==> config.mk <==
export PLATFORM = sky130hd
export DESIGN_NAME = ghru_front
export DESIGN_NICKNAME = d
export VERILOG_FILES = /design/src/rtl/ghru_pkg.sv /design/src/rtl/ghru_front.sv
export SDC_FILE = /design/constraint.sdc
export NUM_CORES = 1
export LEC_CHECK = 0
export BUFFER_PORTS_ARGS = -buffer_cell sky130_fd_sc_hd__buf_2
export CORE_MARGIN = 2
export CORE_UTILIZATION = 50
export CTS_CLUSTER_DIAMETER = 60
export DETAILED_ROUTE_END_ITERATION = 10
export GPL_TIMING_DRIVEN = 0
export PLACE_DENSITY = 0.73
export SLEW_MARGIN = 30
export SYNTH_ARGS = -nofsm -noshare
export SYNTH_HDL_FRONTEND = slang
export SYNTH_SLANG_ARGS = --single-unit
==> constraint.sdc <==
create_clock -name clk_i -period 3.1 [get_ports clk_i]
set_input_delay 0.31 -clock clk_i [delete_from_list [all_inputs] [get_ports clk_i]]
set_output_delay 0.31 -clock clk_i [all_outputs]
set_load 0.02 [all_outputs]
==> src/rtl/ghru_pkg.sv <==
package ghru_pkg;

  localparam int N_RESTART = 64;
  localparam int IDX_W     = $clog2(N_RESTART);
  localparam int CNT_W     = $clog2(N_RESTART + 1);
  localparam int ENTRY_W   = 7;

  typedef enum logic [1:0] {
    ST_OK      = 2'd0,
    ST_NOSTART = 2'd1,
    ST_OVER    = 2'd2,
    ST_ZERO    = 2'd3
  } status_e;

  localparam logic OP_START = 1'b0;

  typedef enum logic [1:0] {
    K_START,
    K_ELEM,
    K_LAST
  } kind_e;

  typedef struct packed {
    logic               op;
    logic signed [31:0] value;
    logic               last;
  } item_t;

  typedef struct packed {
    logic signed [31:0]   r_entry;
    logic [ENTRY_W-1:0]   entry_index;
    logic signed [31:0]   beta_out;
    logic [30:0]          residual;
    logic                 column_done;
    logic [1:0]           status;
  } result_t;

  // classified item handed from front to back
  typedef struct packed {
    logic               vld;
    kind_e              kind;
    logic signed [31:0] value;
  } work_t;

  // round half up at bit 30, then saturate to 32 bits
  function automatic logic signed [31:0] rnd_sat(input logic signed [65:0] acc);
    logic signed [65:0] w;
    logic signed [65:0] sh;
    w  = acc + 66'sd536870912;
    sh = w >>> 30;
    if (sh > 66'sd2147483647) begin
      rnd_sat = 32'sh7fffffff;
    end else if (sh < -66'sd2147483648) begin
      rnd_sat = 32'sh80000000;
    end else begin
      rnd_sat = sh[31:0];
    end
  endfunction

  function automatic logic [30:0] abs_sat31(input logic signed [31:0] v);
    logic [31:0] n;
    n = -v;
    if (v == 32'sh80000000) begin
      abs_sat31 = '1;
    end else if (v[31]) begin
      abs_sat31 = n[30:0];
    end else begin
      abs_sat31 = v[30:0];
    end
  endfunction

endpackage

==> src/rtl/ghru_front.sv <==
module ghru_front (
  input  logic            clk_i,
  input  logic            rst_ni,
  input  logic            push,
  output logic            full,
  input  ghru_pkg::item_t item_i,
  output ghru_pkg::work_t work_o,
  input  logic            take_i
);

  ghru_pkg::work_t ent_q [2];
  logic            wp_q, rp_q;
  logic [1:0]      cnt_q;
  ghru_pkg::kind_e kind;
  logic            wr, rd;

  assign full = (cnt_q == 2'd2);
  assign wr   = push && !full;
  assign rd   = take_i && (cnt_q != 2'd0);

  always_comb begin
    if (item_i.op == ghru_pkg::OP_START) begin
      kind = ghru_pkg::K_START;
    end else if (item_i.last) begin
      kind = ghru_pkg::K_LAST;
    end else begin
      kind = ghru_pkg::K_ELEM;
    end
  end

  always_comb begin
    work_o     = ent_q[rp_q];
    work_o.vld = (cnt_q != 2'd0);
  end

  always_ff @(posedge clk_i or negedge rst_ni) begin
    if (!rst_ni) begin
      wp_q  <= 1'b0;
      rp_q  <= 1'b0;
      cnt_q <= 2'd0;
    end else begin
      if (wr) begin
        wp_q <= !wp_q;
      end
      if (rd) begin
        rp_q <= !rp_q;
      end
      cnt_q <= cnt_q + {1'b0, wr} - {1'b0, rd};
    end
  end

  always_ff @(posedge clk_i) begin
    if (wr) begin
      ent_q[wp_q] <= '{vld: 1'b1, kind: kind, value: item_i.value};
    end
  end

endmodule

; ---- Word level (Yosys, flattened, before mapping)
; Memories as Yosys holds them, arrays and structs flattened.
; Index checks and enable logic that the tools add are counted.
[totals]
ff_bits = 4
ramBits = 68
input_bits = 38
out_inout_bits = 36
memories = 1
[memory_table]
columns = memory, words, width, read_ports, rd_clocked_by_memory_dff, write_ports, line_no
row1 = ent_q, 2, 34, 1, 0, 1, ghru_front.sv:11  ; ghru_pkg::work_t ent_q [2];
[op_classes]
add_sub_neg = 2
n_eq_ne = 1
mux = 4
reduce_logical = 6
[ops]
columns = cell, n
row1 = $mux W2, 2
row2 = $logic_not A1 Y1, 3
row3 = $add A2 B1 Y2, 1
row4 = $eq A2 B2 Y1 const B, 1
row5 = $logic_and A1 B1 Y1, 2
row6 = $mux W1, 2
row7 = $reduce_bool A2 Y1, 1
row8 = $sub A2 B1 Y2, 1

; ---- Logic depth before layout (Yosys ltp)
; Gate-level depths: netlist of the first run.
[logic_depth]
depth_word = 5
ltp_mapped = 7
mapped_depth_nobuf = 7

; ---- Worst setup path after synthesis of the first run
; OpenSTA, ideal clock, no wires.
[synth_path]
path_type = register to register
startpoint = register cnt_q[1]
endpoint = memory ent_q[0][0] (netlist bit), enable pin
setup_time_ns = 0.425
arrival_time_ns = 2.033
setup_slack_ns = 0.642
stages_incl_launch_ff = 4
path_buffers = 0
path_cell_list = dfrtp_1 nand2b_1 nand2_1 nor2_1
[synth_between]
elab_chain_cells = 5
[synth_rtl]
columns = item, line_no
row1 = "start, declared", ghru_front.sv:13  ; logic [1:0] cnt_q;
row2 = "start signal, assigned", ghru_front.sv:48  ; cnt_q <= cnt_q + {1'b0, wr} - {1'b0, rd};
row3 = $eq A2 B2 Y1, ghru_front.sv:17  ; assign full = (cnt_q == 2'd2);
row4 = $logic_not A1 Y1, ghru_front.sv:18  ; assign wr = push && !full;
row5 = $logic_and A1 B1 Y1, ghru_front.sv:18
row6 = $mux W1, ghru_front.sv:53  ; if (wr) begin
row7 = $mux W1 (implied by the code), ghru_front.sv:54  ; ent_q[wp_q] <= '{vld: 1'b1, kind: kind, value: item_i.value};
row8 = "end, declared", ghru_front.sv:11
; No other way between the ends.

==> results.tsv, run 1 <==
stage	metric	value	unit
placement	dp_hpwl	3207	µm
die	initial_core_util	51.41	%
die	fp-row-count	27	
pwr	power_frac_comb	37.8	%
cells_and_area	syn_to_final_growth	26.80	%
synthesis	seq_area_frac_synth	76.60	%
cells_and_area	layout-drive-gt1-share	58.72	%
timing	post-route-period-util	57.81	%
placement	numPortBuffers	73	
route	viasPerCell	4.862	
pwr	p_int	0.002408	W
route	ant_nets	0	
global_route	antenna_found_initial	0	
clock_tree	cts_buffer_depth	2	
global_route	grt_first_pass_wirelength	7169	µm
pwr	power.density_cell_area	994.6	nW/µm²
flow_run	cap_violations	0	
min_path	hold_depth	1	
critical_path	worstPathCellList	buf_6, buf_6, mux2_4, buf_2	
status	status	completed	
pwr	p_clk_share	22.3	%
route	post_drt_wl_per_cell	15.79	µm
clock_tree	cts.clk_slew.worst_paths	80	ps
critical_path	cp.depth	4	
timing	finalSetupViolCount	0	
clock_tree	htree_levels	3	
critical_path	r2r_start	cnt_q[1]	
synthesis	synthCells	126	
global_route	grt_pass1_vias	1553	
cells_and_area	antenna_cells	0	
synthesis	avgSynthCellArea	22.19	µm²
critical_path	crit_arrival	1480	ps
route	wl_met3	283	µm
cells_and_area	nets	253	
critical_path	cp_slowest_cell	dfrtp_1	
die	ios	74	
timing	finClkSkew	7.583	ps
clock_tree	post_cts_resized	0	
placement	globalplace.congestion	0.6257	
critical_path	reg2reg_to	cnt_q[1]	
global_route	gr-usage-all-layers	15.98	%
clock_tree	worstSkewPairLatency	330	ps
timing	worstMarginPinSlew	587.8	ps
synthesis	synth_area_leader_cell	edfxtp_1	
cells_and_area	layout_commonest_cell	buf_2	
global_route	grt_max_degree	19	
route	met1_length	1724	µm
critical_path	cp_data_required_time	2790	ps
pwr	seq_power_share	39.9	%
route	routed.top_layer	met4	
pwr	p_sw	0.001119	W
timing	fmax	558.0	MHz
timing	finalSetupTns	0	ps
synthesis	ys.warnings.count	0	
cells_and_area	mostFrequentLayoutCells	buf_2 (73), edfxtp_1 (68), mux2_4 (29), clkbuf_8 (9), mux2_1 (5)	
critical_path	cp_common_cell	buf_6	
critical_path	path_delay_family	buffers and inverters	
critical_path	r2r_slack	1340	ps
critical_path	endpoint_kind	output pin	
critical_path	endpoint	work_o[15]	
critical_path	cp-startpoint	rp_q	
route	vias	1410	
die	die_w	78.79	µm
route	drt_iter0_markers	51	
clock_tree	clock-sinks	72	
timing	period_minus_slack	1792	ps
synthesis	synth_area	2796	µm²
timing	final_hold_viol_count	0	
critical_path	rr_worst_depth	7	
critical_path	cpPeakStageDelay	340	ps
synthesis	synth.top_cell.area_share	73.02	%
synthesis	syn-num-nets	166	
pwr	leakagePower	1.455	nW
clock_tree	cts_buffers	9	
timing	whs	162.5	ps
synthesis	synth.distinct_cells	17	
route	dr_wl_met2	2471	µm
pwr	peakVddDrop	709.8	µV
synthesis	synth-seq-cells	72	
timing	slew_viol_final	0	
route	dr.pass1.iters	4	
pwr	p_sw_share	31.73	%
clock_tree	cts_tree	done	
critical_path	critPathLaunchType	flip-flop	
die	die_h	78.79	µm
die	core	5439	µm²
min_path	hp-class	input pin to flip-flop	
clock_tree	cts-root-buf	clkbuf_8	
timing	rsz0062_at_grt	no	
route	wl	4578	µm
critical_path	crit_path_max_fanout	10	
synthesis	synth.area.top_cells	edfxtp_1 (73%), mux2_4 (16%), dfrtp_1 (3.6%)	
global_route	grt_overflow	0	
die	dieArea	6207	µm²
route	drc	0	
timing	slew_headroom	60.72	%
critical_path	path_buf_inv	3	
critical_path	crit_type	flip-flop to output pin	
power groups by stage:
stage / Clock, W / Sequential (W) / Combinational (W)
after CTS: 0.000807 / 0.00141 / 0.00136
after global placement: 0 / 0.00142 / 0.00124
after floorplan: 0 / 0.00141 / 0.000959
after global routing: 0.000842 / 0.00143 / 0.00143
after detailed placement: 0 / 0.00143 / 0.00135
final: 0.000786 / 0.00141 / 0.00133
layout make-up:
class | instances | area (µm²)
flip-flops and latches | 72 | 2142
fillers | 384 | 1893
multi-input cells | 48 | 610.6
repair buffers | 76 | 430.4
clock buffers | 9 | 123.9
clock inverters | 7 | 96.34
well taps | 72 | 90.09
plain buffers | 4 | 45.04
inverters | 2 | 7.507
synth_stat cells, drive strengths merged:
library cell,count
and2,2
and3,1
buf,4
dfrtp,4
edfxtp,68
ha,2
inv,2
mux2,34
nand2,1
nand2b,1
nor2,1
nor2b,1
or2,1
xnor2,3
xor2,1
timing repair:
| item | 4_1_cts | 5_1_grt |
|---|---|---|
| endpoints found under the hold margin | 4 | 0 |
| hold buffers | 1 | 0 |
| buffers inserted | 0 | 0 |
| endpoints found under the setup margin | 0 | 0 |
flip-flops by register name, summed over array words and instances, names as in the netlist:
| register | flops |
|---|---|
| rp_q | 1 |
| cnt_q | 2 |
| ent_q | 68 |
| wp_q | 1 |
metal layers:
metal,vias to the layer above,global-route usage [%]
li1,661,-
met1,680,16.79
met2,59,28.80
met3,10,4.205
met4,0,9.123
met5,-,0
metrics by stage:
stage	util [%]	std cells	setup slack [ps]	cell area, µm²	power (W)
after detailed placement	60.96	273	1349	3316	0.002779
final	65.19	290	1308	3546	0.003527
after floorplan	-	126	642.0	2796	0.002368
after global placement	59.79	271	20.56	3252	0.002665
after global routing	65.19	290	1225	3546	0.003705
after CTS	65.19	290	1272	3546	0.003576
worst min-delay path by stage:
stage	from	endpoint	slack, ps
floorplan	rst_ni	cnt_q[0]	10
global placement	rst_ni	rp_q	120
detailed placement	rst_ni	cnt_q[0]	120
CTS	item_i[5]	ent_q[0][4]	140
global route	item_i[20]	ent_q[0][19]	150
finish	item_i[4]	ent_q[0][3]	160
logic make-up after synthesis:
group | Yosys count | share of synthesized area, %
xor gates and xnor gates | 4 | 1.253
adders and majority gates | 2 | 0.8947
buffers and inverters | 6 | 1.879
DFF | 72 | 76.60
muxes | 34 | 17.58
and+or+nand+nor | 8 | 1.790
Note: power is estimated with default switching activity, not from simulation.
==> run 2, diff against run 1 <==
==> constraint.sdc (replaced) <==
create_clock -name clk_i -period 1.9 [get_ports clk_i]
set_input_delay 0.19 -clock clk_i [delete_from_list [all_inputs] [get_ports clk_i]]
set_output_delay 0.19 -clock clk_i [all_outputs]
set_load 0.02 [all_outputs]
==> run 2 against run 1 <==
Against the previous run:
- clock-buffer cell count grew 3
- clock power is 58% higher
- via count decreased by 1.3%
==> results.tsv, run 2 (synthesized netlist as in run 1, its figures left out) <==
stage	metric	value	unit	change
route	dr.pass1.iters	3		was 4
cells_and_area	postLayoutCoreUtil	64.90	%	was 65.19%
die	fp-row-count	27		unchanged
timing	worstMarginPinSlew	487.4	ps	was 587.8 ps
route	post_drt_wl_per_cell	15.51	µm	was 15.79 µm
cells_and_area	syn_to_final_growth	26.22	%	was 26.80%
die	dieArea	6207	µm²	unchanged
die	initial_core_util	51.41	%	unchanged
critical_path	endpoint_kind	output pin		unchanged
clock_tree	cts.clk_slew.worst_paths	70	ps	was 80 ps
global_route	grt_overflow	0		unchanged
pwr	leakagePower	1.444	nW	was 1.455 nW
timing	finClkSkew	6.802	ps	was 7.583 ps
placement	numPortBuffers	73		unchanged
cells_and_area	antenna_cells	0		unchanged
timing	whs	41.37	ps	was 162.5 ps
route	drt_iter0_markers	37		was 51
global_route	grt_max_degree	22		was 19
critical_path	worstPathCellList	buf_6, buf_6, mux2_4, buf_2		unchanged
placement	dp_hpwl	3145	µm	was 3207 µm
timing	slew_headroom	67.43	%	was 60.72%
cells_and_area	largest-register	ent_q		unchanged
min_path	min_to	ent_q[1][16]		was ent_q[0][3]
timing	slew_viol_final	0		unchanged
cells_and_area	reg_top3	ent_q (68), cnt_q (2)		unchanged
route	vias	1391		was 1410
cells_and_area	largest_reg_flops	68		unchanged
timing	final_hold_viol_count	0		unchanged
timing	finalSetupViolCount	0		unchanged
critical_path	crit_type	flip-flop to output pin		unchanged
timing	post-route-period-util	89.65	%	
critical_path	critPathLaunchType	flip-flop		unchanged
timing	finalSetupTns	0	ps	unchanged
die	ios	74		unchanged
clock_tree	worstSkewPairLatency	330	ps	about the same
critical_path	crit_arrival	1510	ps	was 1480 ps
cells_and_area	mostFrequentLayoutCells	buf_2 (73), edfxtp_1 (68), mux2_4 (29), clkbuf_8 (9), mux2_1 (5)		unchanged
global_route	antenna_found_initial	0		unchanged
clock_tree	post_cts_buffers	0		unchanged
die	die_w	78.79	µm	unchanged
clock_tree	ctsHoldBuffers	1		unchanged
placement	globalplace.congestion	0.6411		was 0.6257
cells_and_area	layout_commonest_cell	buf_2		unchanged
timing	rsz0062_at_grt	no		unchanged
pwr	peakVddDrop	1010	µV	was 709.8 µV
critical_path	cp_slowest_cell	dfrtp_1		unchanged
critical_path	reg2reg_to	cnt_q[1]		unchanged
cells_and_area	layout-drive-gt1-share	56.88	%	was 58.72%
clock_tree	htree_levels	3		unchanged
clock_tree	clock-sinks	72		unchanged
placement	placed_area	3316	µm²	unchanged
min_path	hold_depth	1		unchanged
route	viasPerCell	4.797		was 4.862
critical_path	r2r_start	cnt_q[1]		unchanged
critical_path	cp_common_cell	buf_6		unchanged
cells_and_area	nets	253		unchanged
clock_tree	post_cts_resized	0		unchanged
clock_tree	cts_buffer_depth	2		unchanged
route	ant_nets	0		unchanged
global_route	grt_first_pass_wirelength	7148	µm	was 7169 µm
global_route	gr-usage-all-layers	15.87	%	was 15.98%
critical_path	r2r_slack	200	ps	was 1340 ps
critical_path	crit_path_max_fanout	10		unchanged
route	drc	0		unchanged
status	status	completed		unchanged
critical_path	rr_worst_depth	7		unchanged
cells_and_area	final_area	3530	µm²	was 3546 µm²
flow_run	cap_violations	0		unchanged
clock_tree	cts-root-buf	clkbuf_8		unchanged
timing	fmax	587.1	MHz	
die	core	5439	µm²	unchanged
clock_tree	cts_buffers	9		unchanged
global_route	grt_pass1_vias	1543		was 1553
critical_path	cp_data_required_time	1710	ps	was 2790 ps
route	wl	4497	µm	was 4578 µm
min_path	min_from	item_i[17]		was item_i[4]
die	die_h	78.79	µm	unchanged
clock_tree	cts_tree	done		unchanged
timing	period_minus_slack	1703	ps	
critical_path	cpPeakStageDelay	360	ps	was 340 ps
pwr	finalPower	0.005698	W	was 0.003527 W
min_path	hp-class	input pin to flip-flop		unchanged
pwr	power.density_cell_area	1614	nW/µm²	was 994.6 nW/µm²
## run 2: cell count changes in the layout (fill, tap and decap cells not counted), sizes merged
cell    previous run  this run
clkbuf             9        12
clkinv             5         2
## run 2: worst max path at each step
stage,start,to,slack [ps],depth (start not counted)
global placement,cnt_q[1],ent_q[0][10],-400,3
finish,rp_q,work_o[8],200,4
global route,cnt_q[1],cnt_q[1],110,7
CTS,rp_q,work_o[9],170,4
detailed placement,cnt_q[1],cnt_q[1],220,7
floorplan,cnt_q[1],ent_q[0][0],1,3
## run 2: metrics by stage
step / setup WS, ps / std cells
floorplan: 1.195 / 126
global placement: -395.3 / 271
detailed placement: 218.1 / 273
CTS: 169.7 / 290
global route: 108.7 / 290
finish: 196.6 / 290
## run 2: metal layers
layer | vias up | part of all wire (%) | track usage [%]
met5 | - | 0 | 0
met4 | 0 | 1.8 | 9.474
met3 | 7 | 5.8 | 3.977
met2 | 51 | 54 | 28.46
met1 | 675 | 39 | 16.75
li1 | 658 | - | -
## run 2: cell type report
type	count	area [µm²]
Inverter	2	7.507
Sequential cell	72	2142
Buffer	4	45.04
Clock inverter	4	68.82
Tap cell	72	90.09
Clock buffer	12	135.1
Multi-Input combinational cell	48	610.6
Fill cell	402	1909
Timing Repair Buffer	76	430.4
## run 2: power by group
| group | total [W] | internal (W) | switching [W] |
|---|---|---|---|
| registers | 0.00229 | 0.00218 | 0.000116 |
| clock network | 0.00124 | 0.000735 | 0.000505 |
| logic | 0.00216 | 0.00101 | 0.00116 |
## run 2: worst max-delay path, delay by kind of cell, from the launching register on
family	cells	cell delay [ps]
buffers and inverters	3	500
flip-flops	1	360
multiplexers	1	320
